==> config.mk <==
export PLATFORM = sky130hd
export DESIGN_NAME = serial_console_interface
export DESIGN_NICKNAME = d
export VERILOG_FILES = /design/src/rtl/sci_pkg.sv /design/src/rtl/sci_ram.sv /design/src/rtl/sci_rx_queue.sv /design/src/rtl/sci_regs.sv /design/src/rtl/serial_console_interface.sv
export SDC_FILE = /design/constraint.sdc
export NUM_CORES = 1
export LEC_CHECK = 0
export BUFFER_PORTS_ARGS = -buffer_cell sky130_fd_sc_hd__buf_2
export CAP_MARGIN = 20
export CORE_ASPECT_RATIO = 1.5
export CORE_MARGIN = 5
export CORE_UTILIZATION = 56
export DETAILED_ROUTE_END_ITERATION = 6
export GPL_ROUTABILITY_DRIVEN = 0
export HOLD_SLACK_MARGIN = 0.08
export PLACE_DENSITY = 0.74
export SLEW_MARGIN = 20
export SYNTH_ARGS = -nofsm -noshare
export SYNTH_HDL_FRONTEND = slang
export SYNTH_SLANG_ARGS = --single-unit
==> constraint.sdc <==
create_clock -name clk -period 4.43 [get_ports clk]
set_input_delay 0.6645 -clock clk [delete_from_list [all_inputs] [get_ports clk]]
set_output_delay 0.6645 -clock clk [all_outputs]
set_load 0.005 [all_outputs]
==> src/rtl/sci_pkg.sv <==
// Shared types and constants for the serial console interface.
package sci_pkg;

  typedef enum logic [1:0] {
    OP_READ  = 2'd0,
    OP_WRITE = 2'd1,
    OP_RX    = 2'd2,
    OP_POLL  = 2'd3
  } op_e;

  localparam logic [2:0] REG_RX_CSR = 3'd0;
  localparam logic [2:0] REG_RX_BUF = 3'd2;
  localparam logic [2:0] REG_TX_CSR = 3'd4;
  localparam logic [2:0] REG_TX_BUF = 3'd6;

  localparam logic [15:0] RX_CSR_WMASK = 16'h006e;
  localparam logic [15:0] RX_DONE      = 16'h0080;
  localparam logic [15:0] RX_IE        = 16'h0040;
  localparam logic [15:0] TX_READY     = 16'h0080;
  localparam logic [15:0] TX_IE        = 16'h0040;

  localparam logic [6:0] CHAR_CR  = 7'd13;
  localparam logic [6:0] CHAR_DEL = 7'd127;

  localparam logic [7:0] VEC_RX = 8'o060;
  localparam logic [7:0] VEC_TX = 8'o064;

  typedef struct packed {
    op_e         op;
    logic [2:0]  addr;
    logic [15:0] wdata;
    logic [15:0] wmask;
    logic [7:0]  rx_char;
    logic        ack;
  } item_t;

  typedef struct packed {
    logic [15:0] rdata;
    logic        tx_valid;
    logic [6:0]  tx_char;
    logic        irq_request;
    logic [7:0]  irq_vector;
    logic        rx_dropped;
  } result_t;

  typedef struct packed {
    logic       nonempty;
    logic       full;
    logic [7:0] front;
  } qstat_t;

  typedef struct packed {
    logic       push;
    logic       pop;
    logic [7:0] data;
  } qctl_t;

endpackage

==> src/rtl/sci_ram.sv <==
// Generic single-write, single-read RAM with registered read data.
module sci_ram #(
  parameter int WIDTH = 8,
  parameter int DEPTH = 64,
  parameter int AW    = (DEPTH > 1) ? $clog2(DEPTH) : 1
) (
  input  logic             clk,
  input  logic             we,
  input  logic [AW-1:0]    waddr,
  input  logic [WIDTH-1:0] wdata,
  input  logic [AW-1:0]    raddr,
  output logic [WIDTH-1:0] rdata
);

  logic [WIDTH-1:0] mem [DEPTH];

  always_ff @(posedge clk) begin
    if (we) begin
      mem[waddr] <= wdata;
    end
    rdata <= mem[raddr];
  end

endmodule

==> src/rtl/sci_rx_queue.sv <==
// Receive character queue: RAM storage with a prefetched front entry.
module sci_rx_queue #(
  parameter int DEPTH = 64
) (
  input  logic           clk,
  input  logic           rst,
  input  sci_pkg::qctl_t qctl,
  output sci_pkg::qstat_t qstat
);
  import sci_pkg::*;

  localparam int AW = (DEPTH > 1) ? $clog2(DEPTH) : 1;
  localparam int CW = $clog2(DEPTH + 1);

  logic [AW-1:0] head, head_next;
  logic [AW-1:0] tail, tail_next;
  logic [CW-1:0] count;
  logic [7:0]    ram_q;
  logic          bypass_valid;
  logic [7:0]    bypass_data;

  function automatic logic [AW-1:0] ptr_inc(input logic [AW-1:0] p);
    ptr_inc = (p == AW'(DEPTH - 1)) ? '0 : p + 1'b1;
  endfunction

  assign head_next = qctl.pop  ? ptr_inc(head) : head;
  assign tail_next = qctl.push ? ptr_inc(tail) : tail;

  // Read the next front entry every cycle; a push into that same slot
  // goes around the RAM through the bypass register.
  sci_ram #(.WIDTH(8), .DEPTH(DEPTH), .AW(AW)) u_ram (
    .clk   (clk),
    .we    (qctl.push),
    .waddr (tail),
    .wdata (qctl.data),
    .raddr (head_next),
    .rdata (ram_q)
  );

  always_ff @(posedge clk) begin
    if (rst) begin
      head         <= '0;
      tail         <= '0;
      count        <= '0;
      bypass_valid <= 1'b0;
    end else begin
      head         <= head_next;
      tail         <= tail_next;
      bypass_valid <= qctl.push && (tail == head_next);
      if (qctl.push && !qctl.pop) begin
        count <= count + 1'b1;
      end else if (qctl.pop && !qctl.push) begin
        count <= count - 1'b1;
      end
    end
  end

  always_ff @(posedge clk) begin
    bypass_data <= qctl.data;
  end

  assign qstat.nonempty = (count != '0);
  assign qstat.full     = (count == CW'(DEPTH));
  assign qstat.front    = bypass_valid ? bypass_data : ram_q;

endmodule

==> src/rtl/sci_regs.sv <==
// Register file and per-transaction update logic of the console interface.
module sci_regs (
  input  logic             clk,
  input  logic             rst,
  input  logic             fire,
  input  sci_pkg::item_t   item,
  input  sci_pkg::qstat_t  qstat,
  output sci_pkg::qctl_t   qctl,
  output sci_pkg::result_t res
);
  import sci_pkg::*;

  logic [15:0] rx_status, rx_status_next;
  logic [15:0] tx_status, tx_status_next;
  logic        tx_irq_pending, tx_irq_pending_next;
  logic        rx_irq_pending, rx_irq_pending_next;
  logic        hold_valid, hold_valid_next;
  logic [7:0]  hold_char, hold_char_next;
  logic [7:0]  last_read_char, last_read_char_next;
  logic        can_fill;
  logic        push_raw, pop_raw;
  logic [15:0] rx_wmask;

  assign can_fill = !hold_valid && qstat.nonempty;
  assign rx_wmask = item.wmask & RX_CSR_WMASK;

  always_comb begin
    rx_status_next      = rx_status;
    tx_status_next      = tx_status;
    tx_irq_pending_next = tx_irq_pending;
    rx_irq_pending_next = rx_irq_pending;
    hold_valid_next     = hold_valid;
    hold_char_next      = hold_char;
    last_read_char_next = last_read_char;
    push_raw            = 1'b0;
    pop_raw             = 1'b0;
    res                 = '0;

    unique case (item.op)
      OP_READ: begin
        unique case (item.addr)
          REG_RX_CSR: begin
            if (can_fill) begin
              pop_raw         = 1'b1;
              hold_char_next  = qstat.front;
              hold_valid_next = 1'b1;
              if ((rx_status & RX_IE) != '0) begin
                rx_irq_pending_next = 1'b1;
              end
            end
            if (hold_valid_next) begin
              rx_status_next = rx_status | RX_DONE;
            end
            res.rdata = rx_status_next;
          end
          REG_RX_BUF: begin
            rx_status_next = rx_status & ~RX_DONE;
            if (can_fill) begin
              pop_raw             = 1'b1;
              hold_char_next      = qstat.front;
              last_read_char_next = qstat.front;
            end else if (hold_valid) begin
              last_read_char_next = hold_char;
            end
            hold_valid_next = 1'b0;
            res.rdata       = {8'h00, last_read_char_next};
          end
          REG_TX_CSR: res.rdata = tx_status;
          default:    res.rdata = '0;
        endcase
      end
      OP_WRITE: begin
        unique case (item.addr)
          REG_RX_CSR: rx_status_next = (rx_status & ~rx_wmask) | (item.wdata & rx_wmask);
          REG_RX_BUF: rx_status_next = rx_status & ~RX_DONE;
          REG_TX_CSR: begin
            tx_status_next = (tx_status & ~item.wmask) |
                             ((item.wdata | TX_READY) & item.wmask);
          end
          REG_TX_BUF: begin
            if ((tx_status & TX_IE) != '0) begin
              tx_irq_pending_next = 1'b1;
            end
            if (item.wdata[6:0] != CHAR_CR && item.wdata[6:0] != CHAR_DEL) begin
              res.tx_valid = 1'b1;
              res.tx_char  = item.wdata[6:0];
            end
          end
          default: ;
        endcase
      end
      OP_RX: begin
        if (qstat.full) begin
          res.rx_dropped = 1'b1;
        end else begin
          push_raw = 1'b1;
        end
      end
      OP_POLL: begin
        if (tx_irq_pending) begin
          tx_irq_pending_next = !item.ack;
          res.irq_request     = 1'b1;
          res.irq_vector      = VEC_TX;
        end else begin
          if (can_fill) begin
            pop_raw         = 1'b1;
            hold_char_next  = qstat.front;
            hold_valid_next = 1'b1;
            if ((rx_status & RX_IE) != '0) begin
              rx_irq_pending_next = 1'b1;
            end
          end
          if (rx_irq_pending_next) begin
            if (item.ack) begin
              rx_irq_pending_next = 1'b0;
            end
            res.irq_request = 1'b1;
            res.irq_vector  = VEC_RX;
          end
        end
      end
      default: ;
    endcase
  end

  assign qctl.push = fire && push_raw;
  assign qctl.pop  = fire && pop_raw;
  assign qctl.data = item.rx_char;

  always_ff @(posedge clk) begin
    if (rst) begin
      rx_status      <= '0;
      tx_status      <= TX_READY;
      tx_irq_pending <= 1'b0;
      rx_irq_pending <= 1'b0;
      hold_valid     <= 1'b0;
      hold_char      <= '0;
      last_read_char <= '0;
    end else if (fire) begin
      rx_status      <= rx_status_next;
      tx_status      <= tx_status_next;
      tx_irq_pending <= tx_irq_pending_next;
      rx_irq_pending <= rx_irq_pending_next;
      hold_valid     <= hold_valid_next;
      hold_char      <= hold_char_next;
      last_read_char <= last_read_char_next;
    end
  end

endmodule

==> src/rtl/serial_console_interface.sv <==
// Top level of the serial console interface: handshake stages around the register logic.
//
// Console serial line interface with four 16-bit registers: receive status
// (offset 0), receive buffer (2), transmit status (4) and transmit buffer (6).
// Each input transaction is a bus read, a masked bus write, an arriving
// keyboard character or an interrupt poll, and produces exactly one result
// transaction. Throughput is one transaction per cycle while out_ready stays
// high; while a result waits, in_ready drops once the input register is full. An
// accepted input waits in the input register and is loaded into the result
// register when that register is free or draining. The rate rests on the
// single register-update step, which reads the oldest queued character from
// a prefetched front register of the receive queue RAM, so a pop can follow
// a pop in the next cycle. Arriving characters beyond RX_QUEUE_DEPTH are
// dropped and flagged with rx_dropped. The queue RAM needs no clearing pass
// after reset; its fill count guards every read. Transmit interrupts (vector
// 064) win over receive interrupts (vector 060).
module serial_console_interface #(
  parameter int RX_QUEUE_DEPTH = 64
) (
  input  logic        clk,
  input  logic        rst,
  input  logic        in_valid,
  output logic        in_ready,
  input  logic [1:0]  op,
  input  logic [2:0]  addr,
  input  logic [15:0] wdata,
  input  logic [15:0] wmask,
  input  logic [7:0]  rx_char,
  input  logic        ack,
  output logic        out_valid,
  input  logic        out_ready,
  output logic [15:0] rdata,
  output logic        tx_valid,
  output logic [6:0]  tx_char,
  output logic        irq_request,
  output logic [7:0]  irq_vector,
  output logic        rx_dropped
);
  import sci_pkg::*;

  item_t   item;
  logic    item_valid;
  logic    fire;
  result_t res;
  result_t res_q;
  qstat_t  qstat;
  qctl_t   qctl;

  // Advance the held transaction when the result register is free or draining.
  assign fire     = item_valid && (!out_valid || out_ready);
  assign in_ready = !item_valid || fire;

  // Input register: capture a new transaction, drop the old one once it moves on.
  always_ff @(posedge clk) begin
    if (rst) begin
      item_valid <= 1'b0;
    end else if (in_valid && in_ready) begin
      item_valid <= 1'b1;
    end else if (fire) begin
      item_valid <= 1'b0;
    end
  end

  always_ff @(posedge clk) begin
    if (in_valid && in_ready) begin
      item.op      <= op_e'(op);
      item.addr    <= addr;
      item.wdata   <= wdata;
      item.wmask   <= wmask;
      item.rx_char <= rx_char;
      item.ack     <= ack;
    end
  end

  sci_rx_queue #(.DEPTH(RX_QUEUE_DEPTH)) u_queue (
    .clk   (clk),
    .rst   (rst),
    .qctl  (qctl),
    .qstat (qstat)
  );

  sci_regs u_regs (
    .clk   (clk),
    .rst   (rst),
    .fire  (fire),
    .item  (item),
    .qstat (qstat),
    .qctl  (qctl),
    .res   (res)
  );

  // Result register: hold until the consumer takes the transaction.
  always_ff @(posedge clk) begin
    if (rst) begin
      out_valid <= 1'b0;
    end else if (fire) begin
      out_valid <= 1'b1;
    end else if (out_ready) begin
      out_valid <= 1'b0;
    end
  end

  always_ff @(posedge clk) begin
    if (fire) begin
      res_q <= res;
    end
  end

  assign rdata       = res_q.rdata;
  assign tx_valid    = res_q.tx_valid;
  assign tx_char     = res_q.tx_char;
  assign irq_request = res_q.irq_request;
  assign irq_vector  = res_q.irq_vector;
  assign rx_dropped  = res_q.rx_dropped;

endmodule

[After elaboration in Yosys (flattened, before gate mapping)]
Memories as Yosys holds them, arrays and structs flattened. A register that Yosys moved wholly into a read port is not among the register bits.
Cells that the tools add are included.
Word-level totals
  register bits after elaboration: 161
  bits in writable memories: 512
  bits of input ports: 50
  output and inout port bits: 36
  logic and storage cells: 154
  memories kept: 1
Memories
  u_queue.u_ram.mem: depth 64, width 8, rd ports 1, clocked after memory_dff 1, wr ports 1, line sci_ram.sv:15  | logic [WIDTH-1:0] mem [DEPTH];
Cells by class
  add/subtract/negate cells: 4
  equal/unequal tests: 22
  muxes and demuxes: 52
  bitwise logic cells: 9
  reduce and logical (&&, ||, !) cells: 38
Operators with widths (number)
  one-hot mux 16 bit (2 select lines): 3
  2-to-1 mux 8 bit: 8
  AND 16 bit: 3
  one-hot mux 16 bit (3 select lines): 1
  bitwise OR 16 bit: 2
  2-to-1 mux 1 bit: 27
  AND reduction 4 bit: 5
  2-to-1 mux 6 bit: 3
  2-to-1 mux 9 bit: 2
  AND 16 x 7 -> 16 bit: 1
  inverter 16 bit: 1
  inverter 7 -> 16 bit: 1
  one-hot mux 8 bit (2 select lines): 1
  2-to-1 mux 7 bit: 2
  adder 6 x 1 -> 6 bit, second input constant: 2
  equality test 6 bit, second input constant: 2
  != test 2 bit, second input constant: 6
  nonzero test 2 bit: 6
  one-hot mux 1 bit (2 select lines): 5
  logical AND 1 bit: 9
  AND reduction 3 bit: 3
  adder 7 x 1 -> 7 bit, second input constant: 1
  equality test 7 bit, second input constant: 1
  != test 7 x 4 -> 1 bit, second input constant: 1
  other kinds (19): 29

[Depth between registers and ports, before layout]
Gate-level depths: netlist (run 1).
  depth in word-level cells: 9
  mapped depth: 16
  gate-level depth less buffers: 16

[Cells and area by module]
Synthesis (run 1) repeated with hierarchy kept, for this count alone.
Unflattened totals
  cell total of the unflattened synthesis: 1510
  area, all modules: 26803.2 um^2
By module, submodules not included
  sci_ram: instances 1, cells an instance 940, area an instance 20166.8 um^2, seq. area each 15534.9 um^2
  sci_regs: instances 1, cells an instance 328, area an instance 2692.6 um^2, seq. area each 820.8 um^2
  serial_console_interface: instances 1, cells an instance 90, area an instance 2506.2 um^2, seq. area each 2442.3 um^2
  sci_rx_queue: instances 1, cells an instance 152, area an instance 1437.6 um^2, seq. area each 560.5 um^2

[Least setup slack after synthesis (run 1)]
OpenSTA, ideal clock, no wires.
  kind: input to register
  start: input port out_ready
  end: register u_queue.count[6]
  setup time: 0.128 ns
  arrival time: 4.152 ns
  data required time: 4.302 ns
  setup slack: 0.150 ns
  cell stages on the path: 16
  buffers on the path: 1
  cell sequence: nor2b_1 -> nor2b_1 -> clkbuf_1 -> nand3_1 -> inv_1 -> ha_1 -> inv_1 -> ha_1 -> nor2b_1 -> o21ai_0 -> a21boi_0 -> o21a_1 -> or3_1 -> a21oi_1 -> xnor2_1 -> nor2_1
On the way
  longest elaborated chain between the ends: 6
  elaborated cells on any way between the ends: 10
  classes of those cells: 1 x mux; 9 x reduce/logical
RTL lines
  start: declaration: line serial_console_interface.sv:31  | input logic out_ready,
  logical OR 1 bit *: line serial_console_interface.sv:50  | assign fire = item_valid && (!out_valid || out_ready);
  logical AND 1 bit *: line serial_console_interface.sv:50
  via fire: line serial_console_interface.sv:43  | logic fire;
  logical AND 1 bit *: line sci_regs.sv:126  | assign qctl.push = fire && push_raw;
  via u_queue.u_ram.we: line sci_ram.sv:8  | input logic we,
  zero test 1 bit: line sci_rx_queue.sv:52  | end else if (qctl.pop && !qctl.push) begin
  logical AND 1 bit: line sci_rx_queue.sv:52
  nonzero test 2 bit (no line)
  end signal: assignment: line sci_rx_queue.sv:51  | count <= count + 1'b1;
  end signal: assignment: line sci_rx_queue.sv:53  | count <= count - 1'b1;
  end: declaration: line sci_rx_queue.sv:17  | logic [CW-1:0] count;
Mark *: on every way through the listed nets, which the timed path passes. The rest lies on a longest branch.
A chain may end at the register's enable or synchronous reset.

[Worst setup path in the final report (run 1)]
  start: register, netlist name item[45]
  end: register u_queue.count[6]
On the way
  longest elaborated chain between the ends: 6
  elaborated cells on any way between the ends: 13
  classes of those cells: 2 x eq/ne; 3 x mux; 8 x reduce/logical
RTL lines
  equality test 2 bit or zero test 2 bit (tied branches): line sci_regs.sv:39  | unique case (item.op)
  one-hot mux 1 bit (2 select lines) or 2-to-1 mux 1 bit (tied branches): line sci_regs.sv:39
  logical AND 1 bit (on tied branches): line sci_regs.sv:127, sci_regs.sv:126
  zero test 1 bit (on tied branches): line sci_rx_queue.sv:50, sci_rx_queue.sv:52
  logical AND 1 bit (on tied branches): line sci_rx_queue.sv:50, sci_rx_queue.sv:52
  2-to-1 mux 7 bit or nonzero test 2 bit (tied branches)
Parallel ways exist; a longest one is shown, timed or not.

==> run summary, run 1 <==
For the setup clock skew after layout, the log shows 0.0240 ns. The destination of the worst register-to-register timing path was u_queue.count[6]. The number of pins with negative max-slew slack in the final report came out at 0. TritonCTS built the clock tree. The tools report the via total after detailed routing as 16400. The run gives 71.5% as the post-synthesis sequential area ratio. The part of the power in registers was 54.8%; the mean instance size in the synthesized netlist was 14.2 sq um. The reg-to-reg startpoint is item[45]. The largest stage delay on the critical path is 0.44 ns. The final clock period utilization by the worst path was 91.2%; the cell count of the worst hold path was 1.

The HPWL after detailed placement is 39.9 mm. The flow ran to the end, and the final reports show no timing, DRC or antenna violations. The average wire per cell in the routed design came out at 24.7 microns.

The tools report the latest clock arrival within the worst-skew pair as 0.61 ns. The family with the most delay on the worst path was compound AO/OA/AOI/OAI gates. The clock buffer count from CTS came out at 56. Worst hold-check path type: input port to register.

After the first detailed-routing iteration, the DRC count stood at 1688. After the last flow step, the layout net total stands at 2005. Yosys attributes the largest share of cell area to sky130_fd_sc_hd__edfxtp_1, sky130_fd_sc_hd__dfxtp_1, sky130_fd_sc_hd__mux2i_1. The number of H-tree levels is 2. The height of the chip came out at 278 microns. Width of the chip: 188 microns. For this design the static power due to leakage is 10.3 nW. The wire length reported by the detailed router was 63.9 mm; the worst-case reg-to-reg path depth was 16. After layout, the minimum clock period comes to 4.04 ns. The boundary pin count is 86, and the worst slew margin relative to its limit is 28.6%. The worst min-delay path startpoint was wdata[14]. The tools report the cell-internal power as 0.00997 W. The logs give 0.276 mV for the maximum vdd ir drop and 0 for the total number of yosys warnings. The placed instances occupy a cell area of 27800 sq um. The detail route stage leaves a number of antenna-violating nets equal to 0. The end point of the most critical hold path is item[39]. The number of gates resized after cts was 0; the part of the total power dissipated in the clock network was 41.6%. The number of setup buffers added after CTS is 0. The tree is rooted in a sky130_fd_sc_hd__clkbuf_16. For the worst setup path, the data required time is 4.89 ns. The clock transition at the register clock pins on the worst setup and hold paths after CTS is 0.07 ns, and the worst path arrival time is 4.50 ns. The kind of critical path is register to register. The share of synthesized registers carrying an async set or reset was 0%. Entering global routing, the biggest net connects 66 pins.

Once the floorplan was initialized, standard cells occupied 56.4% of the core. The cell area that synthesis handed to floorplanning was 26800 sq um. The run gives 663 as the number of sinks driven by the clock tree. The largest total area in the synthesized netlist belongs to sky130_fd_sc_hd__edfxtp_1. The tools report the setup TNS as 0 ns. STA classifies the critical path endpoint as a register. Fill cells in the final layout number 3382.

The number of endpoints with negative hold slack in the final report came out at 0. In this run the worst path has a maximum fanout of 5. Counting instances in the post-synthesis netlist gives the leading cell types as sky130_fd_sc_hd__edfxtp_1, sky130_fd_sc_hd__nand2_1, sky130_fd_sc_hd__nor2_1. The total of hold buffers inserted after clock tree synthesis came out at 0. The final cell area excluding filler cells is 29800 sq um.

The first-pass GRT wire length was 96.2 mm; the number of buffers on the longest clock path was 3. The top flip-flop cell by instance count after synthesis was sky130_fd_sc_hd__edfxtp_1. For the pin with the worst max-slew slack, the measured transition is 1.07 ns. The combinational group share of total power is 3.6%, and the count of flip-flops with a built-in enable after synthesis is 584. The post-synthesis instance total is 1885, and the number of antenna violations at the first check in global routing is 1.

The count of buffers added on input and output ports is 79. The number of buffers and inverters on the critical path is 2. sky130_fd_sc_hd__edfxtp_1 is the most common cell in the netlist. Switching part of the total power: 20.7%.

Counting distinct cell types in the post-synthesis netlist gives 73. Setup violations remaining at the end of the flow were counted as 0. The area growth from synthesis to layout came out at 11.5%. Number of detailed-routing iterations run before antenna repair: 7. After floorplanning, the core was sized to cover 47500 sq um.

The cell with the biggest individual delay on the critical path is sky130_fd_sc_hd__edfxtp_1. The number of global-route vias before repair is 16100, and the number of remaining DRC errors is 0. The floorplan has 98 rows. For this design the total switching power over the nets is 0.00260 W. The tools report the register-to-register path setup slack as 0.39 ns. The global route total overflow is 0, and the power per cell area is 421 nW/um^2. The share of synthesized area in the top cell type comes to 65.6%. Setup repair after global routing left no endpoint under its margin. In this design, the critical path's most frequently occurring cell is sky130_fd_sc_hd__ha_1.

The number of max-cap violations is 0. The signal on the critical path passes through inv_1 > ha_1 > or3b_4 > a2111oi_4 > nand2_2 > ha_1 > inv_1 > ha_1 > nor2b_1 > o21ai_0 > a21boi_0 > o21a_1 > or3_1 > a21oi_1 > xnor2_1 > nor2_1. The post-synthesis register bit count was 663; the fraction of layout cells with a size suffix above 1 was 13.6%. The element type at the critical path start was a register. Derived from the worst setup path, the maximum achievable clock frequency is 0.247 GHz. Global routing consumed, over all layers together, 23.8% of the routing resources. The area of the die came out at 52300 sq um. In the routed layout, each cell is associated on average with a via count of 6.34.
stage by stage:
| stage | hold WS, ns | utilization [%] | instances | worst slack (ns) | total power [W] |
|---|---|---|---|---|---|
| after floorplan | 0.414 | - | 1889 | 0.150 | 0.00730 |
| after global placement | 0.444 | 58.7 | 2484 | 0.509 | 0.00745 |
| after detailed placement | 0.450 | 58.7 | 2484 | 0.423 | 0.00747 |
| after CTS | 0.204 | 62.9 | 2590 | 0.416 | 0.0126 |
| after global routing | 0.211 | 62.9 | 2590 | 0.0906 | 0.0129 |
| final | 0.227 | 62.9 | 2591 | 0.388 | 0.0126 |
cell families after synthesis:
kind of cell | Yosys count | synth area share (%)
and+or+nand+nor | 552 | 9.75
muxes | 97 | 3.63
buffers and inverters | 152 | 2.60
adders and majority gates | 13 | 0.636
DFF | 663 | 71.5
other | 1 | 0.0140
AOI/OAI and AO/OA | 391 | 11.4
xor gates and xnor gates | 16 | 0.524
final cells by class:
type                    count  area (sq um)  share of cell area (%)
multi-input cells        1074          7020                    23.5
inverters                  14          52.6                   0.176
clock inverters            41           447                    1.50
flip-flops and latches    663         19100                    64.1
clock buffers              65          1540                    5.17
repair buffers            133           901                    3.02
diodes                      1          2.50                 0.00839
well taps                 600           751                    2.52
metal layers:
| metal | vias to the layer above | track usage, % | share of wire, % |
|---|---|---|---|
| met5 | - | 0 | 0.020 |
| met4 | 2 | 10.9 | 5.0 |
| met3 | 175 | 3.73 | 6.9 |
| met2 | 749 | 42.9 | 52 |
| met1 | 8106 | 27.8 | 36 |
| li1 | 7401 | - | - |
worst max path at each step:
stage / start / end / slack (ns) / depth (start not counted)
after floorplan: out_ready / u_queue.count[6] / 0.15 / 16
after global placement: item[45] / u_queue.count[6] / 0.51 / 16
after detailed placement: item[45] / u_queue.count[6] / 0.42 / 16
after CTS: item[44] / u_queue.count[6] / 0.42 / 16
after global routing: item[45] / u_queue.count[6] / 0.09 / 16
final: item[45] / u_queue.count[6] / 0.39 / 16
placed cells by master (no fill, tap or decap), types with 7 or more instances in the layout:
| master | instances |
|---|---|
| sky130_fd_sc_hd__edfxtp_1 | 584 |
| sky130_fd_sc_hd__inv_1 | 14 |
| sky130_fd_sc_hd__a311oi_1 | 19 |
| sky130_fd_sc_hd__o31a_1 | 10 |
| sky130_fd_sc_hd__ha_1 | 12 |
| sky130_fd_sc_hd__a211o_1 | 31 |
| sky130_fd_sc_hd__and2_1 | 13 |
| sky130_fd_sc_hd__clkinv_2 | 11 |
| sky130_fd_sc_hd__o31ai_1 | 11 |
| sky130_fd_sc_hd__clkbuf_16 | 61 |
| sky130_fd_sc_hd__nor2_1 | 142 |
| sky130_fd_sc_hd__a311o_1 | 15 |
| sky130_fd_sc_hd__a31o_2 | 18 |
| sky130_fd_sc_hd__nand2_1 | 196 |
| sky130_fd_sc_hd__mux2i_1 | 97 |
| sky130_fd_sc_hd__a21oi_1 | 51 |
| sky130_fd_sc_hd__o2111ai_1 | 7 |
| sky130_fd_sc_hd__a222oi_1 | 15 |
| sky130_fd_sc_hd__o21ai_0 | 16 |
| sky130_fd_sc_hd__dfxtp_1 | 79 |
| sky130_fd_sc_hd__bufinv_16 | 8 |
| sky130_fd_sc_hd__xnor2_1 | 12 |
| sky130_fd_sc_hd__buf_2 | 79 |
| sky130_fd_sc_hd__a221o_1 | 23 |
| sky130_fd_sc_hd__and3_1 | 109 |
| sky130_fd_sc_hd__o211ai_1 | 7 |
| sky130_fd_sc_hd__a211oi_1 | 110 |
| sky130_fd_sc_hd__nor2b_1 | 8 |
| sky130_fd_sc_hd__and4_1 | 8 |
| sky130_fd_sc_hd__nand3_1 | 34 |
| sky130_fd_sc_hd__buf_12 | 8 |
| sky130_fd_sc_hd__buf_4 | 46 |
| sky130_fd_sc_hd__clkinv_1 | 7 |
| sky130_fd_sc_hd__a31oi_1 | 19 |
registers in the layout (all words and copies together) (netlist names), 2 cells and up, named ones only:
name / count
irq_vector: 2
item: 45
rdata: 16
tx_char: 7
u_queue.bypass_data: 8
u_queue.count: 7
u_queue.head: 6
u_queue.tail: 6
u_queue.u_ram.mem: 512
u_queue.u_ram.rdata: 8
u_regs.hold_char: 8
u_regs.last_read_char: 8
u_regs.rx_status: 6
power by group through the flow:
stage / logic (W) / registers (W) / clock network (W)
final: 0.000458 / 0.00688 / 0.00523
after global routing: 0.000498 / 0.00688 / 0.00554
after CTS: 0.000456 / 0.00688 / 0.00528
after detailed placement: 0.000454 / 0.00702 / 0
after global placement: 0.000438 / 0.00702 / 0
after floorplan: 0.000251 / 0.00705 / 0
Note: power is estimated with default switching activity, not from simulation.
==> run 2, diff against run 1 <==
- PLACE_DENSITY: 0.74 -> 0.76
==> run 2 against run 1 <==
- count of clock-buffer cells in the layout is the same
- first-iteration DRC count fell by 3.0%
- maximum frequency fell by 3.3%
- register-to-register slack worse by 0.14 ns
- power down 2.2%
- non-clock buffer count is 6 higher
- die area unchanged
- critical path type unchanged
- critical endpoint is now u_queue.u_ram.rdata[6]
- largest cell class unchanged
- highest routed layer is now met4
==> run summary, run 2 (synthesis results as in run 1) <==
The largest registers in the layout are u_queue.u_ram.mem x512, item x45, rdata x16. The logs give 1638 (-3.0%) for the iteration-0 DRC count of the detailed router and 56 (unchanged) for the clock buffer count from CTS. The run gives 3 (unchanged) as the number of buffers on the longest clock path. The detailed placer's ending HPWL was 40.4 mm (+1.2%); the global-route usage over all layers was 24.2% (+0.47 points). The starting density of the core came out at 56.4% (unchanged). The tools report the leakage power summed over all cells as 10.3 nW (-0.48%). The run gives 2 (unchanged) as the number of H-tree levels. The worst setup path is launched from a register. The flip-flop count of the largest register, all copies and words added is 512 (unchanged), and the number of rows created at floorplan is 98 (unchanged). The worst setup path is of the register to register kind.

The run gives 0.239 GHz (-3.3%) as the maximum clock rate. Setup repair after global routing left no endpoint under its margin. The run gives 0 (unchanged) as the number of gates resized after cts. The area growth from synthesis to layout was 11.1%.

The maximum vdd ir drop was 0.283 mV (+2.5%). The boundary pin count was 86 (unchanged); the first-pass GRT wire length was 97.6 mm (+1.5%). The worst hold path belongs to the class input port to register. The height of the chip is 278 microns (unchanged). The run gives 0 (unchanged) as the total of hold buffers inserted after clock tree synthesis. The number of detailed-routing iterations run before antenna repair is 6 (-1). The library cell used most frequently in the layout, excluding fill and tap cells, is sky130_fd_sc_hd__edfxtp_1. The tools report the number of filler instances in the final layout as 3301 (-2.4%).

The final count of negative-setup-slack endpoints is 0 (unchanged), and the setup TNS is 0 ns (unchanged). Worst slew margin relative to its limit: 23.6% (-5.0 points). The run gives 0 (unchanged) as the number of antenna-violating nets in the routed design. The core area was 47500 sq um (unchanged). The clock period minus worst slack is 4.18 ns (+0.139 ns).

Latest clock arrival within the worst-skew pair: 0.60 ns (about the same). STA classifies the critical path endpoint as a register. The total placed cells including tap cells was 2490 (+0.24%); the global route total overflow was 0 (unchanged). Fraction of layout cells with a size suffix above 1: 13.4% (-0.21 points). The number of standard cells in the final layout excluding fillers was 2593 (+0.077%). The tools report the maximum number of pins on one net before global-route repair as 66 (unchanged).

The flow ran to the end, and the final reports show no timing, DRC or antenna violations. The tools report the total power consumption of the routed design as 0.0123 W (-2.2%). Counting flops per register, the top entry is u_queue.u_ram.mem. In the layout the commonest cells are sky130_fd_sc_hd__edfxtp_1, sky130_fd_sc_hd__nand2_1, sky130_fd_sc_hd__nor2_1, sky130_fd_sc_hd__a211oi_1, sky130_fd_sc_hd__and3_1. The via total after detailed routing was 16600 (+1.1%).

The run gives 0 (unchanged) as the number of max-cap violations. The width of the chip works out to 188 microns (unchanged). The run gives 52300 sq um (unchanged) as the area of the die.

The setup clock skew after layout is 0.0201 ns (-0.00392 ns). The required arrival time at the worst endpoint was 4.89 ns (about the same); the number of nets in the layout was 2011 (+0.30%). Cell count of the worst hold path: 1 (unchanged).

The tools report the library cell used as clock root buffer as sky130_fd_sc_hd__clkbuf_16. The tools report the number of sinks driven by the clock tree as 663 (unchanged). The worst-case reg-to-reg path depth was 11 (-5). For the wire length reported by the detailed router, the log shows 64.7 mm (+1.3%). TritonCTS built the clock tree. The number of pins with negative max-slew slack in the final report came out at 0 (unchanged). For the worst path arrival time, the log shows 4.64 ns (+0.14 ns). The vias per cell came out at 6.40 (+0.98%). The power per cell area is 414 nW/um^2 (-1.8%), and the number of I/O port buffers is 79 (unchanged). The top fanout value on the critical path is 17 (+12).

The tools report the number of endpoints with negative hold slack in the final report as 0 (unchanged). The number of antenna violations at the first check in global routing is 1 (unchanged). The run gives 16400 (+1.6%) as the number of global-route vias before repair. The tools report the number of setup buffers added after CTS as 0 (unchanged). The clock transition at the register clock pins on the worst setup and hold paths after CTS came out at 0.07 ns (about the same). The slew at the pin closest to its max-slew limit was 1.14 ns (+0.0678 ns).

The number of remaining DRC errors was 0 (unchanged). The average wire per cell in the routed design came out at 25.0 microns (+1.2%). The final clock period utilization by the worst path came out at 94.4% (+3.1 points).
[run 2: report_power, final]
part	total, W	internal, W	switching, W
clock network	0.00495	0.00278	0.00217
registers	0.00689	0.00685	0.0000368
logic	0.000459	0.000139	0.000320
total	0.0123	0.00977	0.00253
[run 2: layer usage]
layer	global-route usage (%)	wire length (microns)	up-vias
met1	28.0	22500	8179
met3	3.59	4570	211
met2	42.4	32900	809
met5	0	0	-
li1	-	-	7408
met4	15.0	4760	0
[run 2: worst paths after layout]
kind	start	endpoint	slack [ns]
min	wdata[15]	item[40]	0.24
max	item[44]	u_queue.u_ram.rdata[6]	0.25
min reg2reg	register	register	0.46
max reg2reg	item[44]	u_queue.u_ram.rdata[6]	0.25
[run 2: layout make-up]
cell class | instances | area, sq um | share of cell area, %
antenna | 2 | 5.00 | 0.0168
clock buffer | 65 | 1470 | 4.93
clock inverter | 36 | 375 | 1.26
inverter | 14 | 52.6 | 0.177
multi-input combinational | 1074 | 7020 | 23.6
sequential | 663 | 19100 | 64.3
tap | 600 | 751 | 2.53
timing repair buffer | 139 | 933 | 3.14
[run 2: stage by stage]
step	utilization [%]	instance area, sq um	worst slack [ns]	hold slack, ns
global route	62.6	29700	0.118	0.226
CTS	62.6	29700	0.340	0.222
finish	62.6	29700	0.249	0.241
floorplan	-	26800	0.150	0.414
detailed placement	58.7	27900	0.356	0.448
global placement	58.7	27900	0.415	0.448
[run 2: worst max-delay path, cell delays in order, from the launching register on]
cell                        delay (ns)
sky130_fd_sc_hd__edfxtp_1         0.45
sky130_fd_sc_hd__inv_1            0.11
sky130_fd_sc_hd__ha_1             0.18
sky130_fd_sc_hd__or3b_4           0.40
sky130_fd_sc_hd__a2111oi_4        0.41
sky130_fd_sc_hd__buf_4            0.22
sky130_fd_sc_hd__nand3_2          0.14
sky130_fd_sc_hd__o2bb2ai_2        0.87
sky130_fd_sc_hd__buf_4            0.41
sky130_fd_sc_hd__a221oi_1         0.17
sky130_fd_sc_hd__a211oi_1         0.56
sky130_fd_sc_hd__nor4_2           0.11
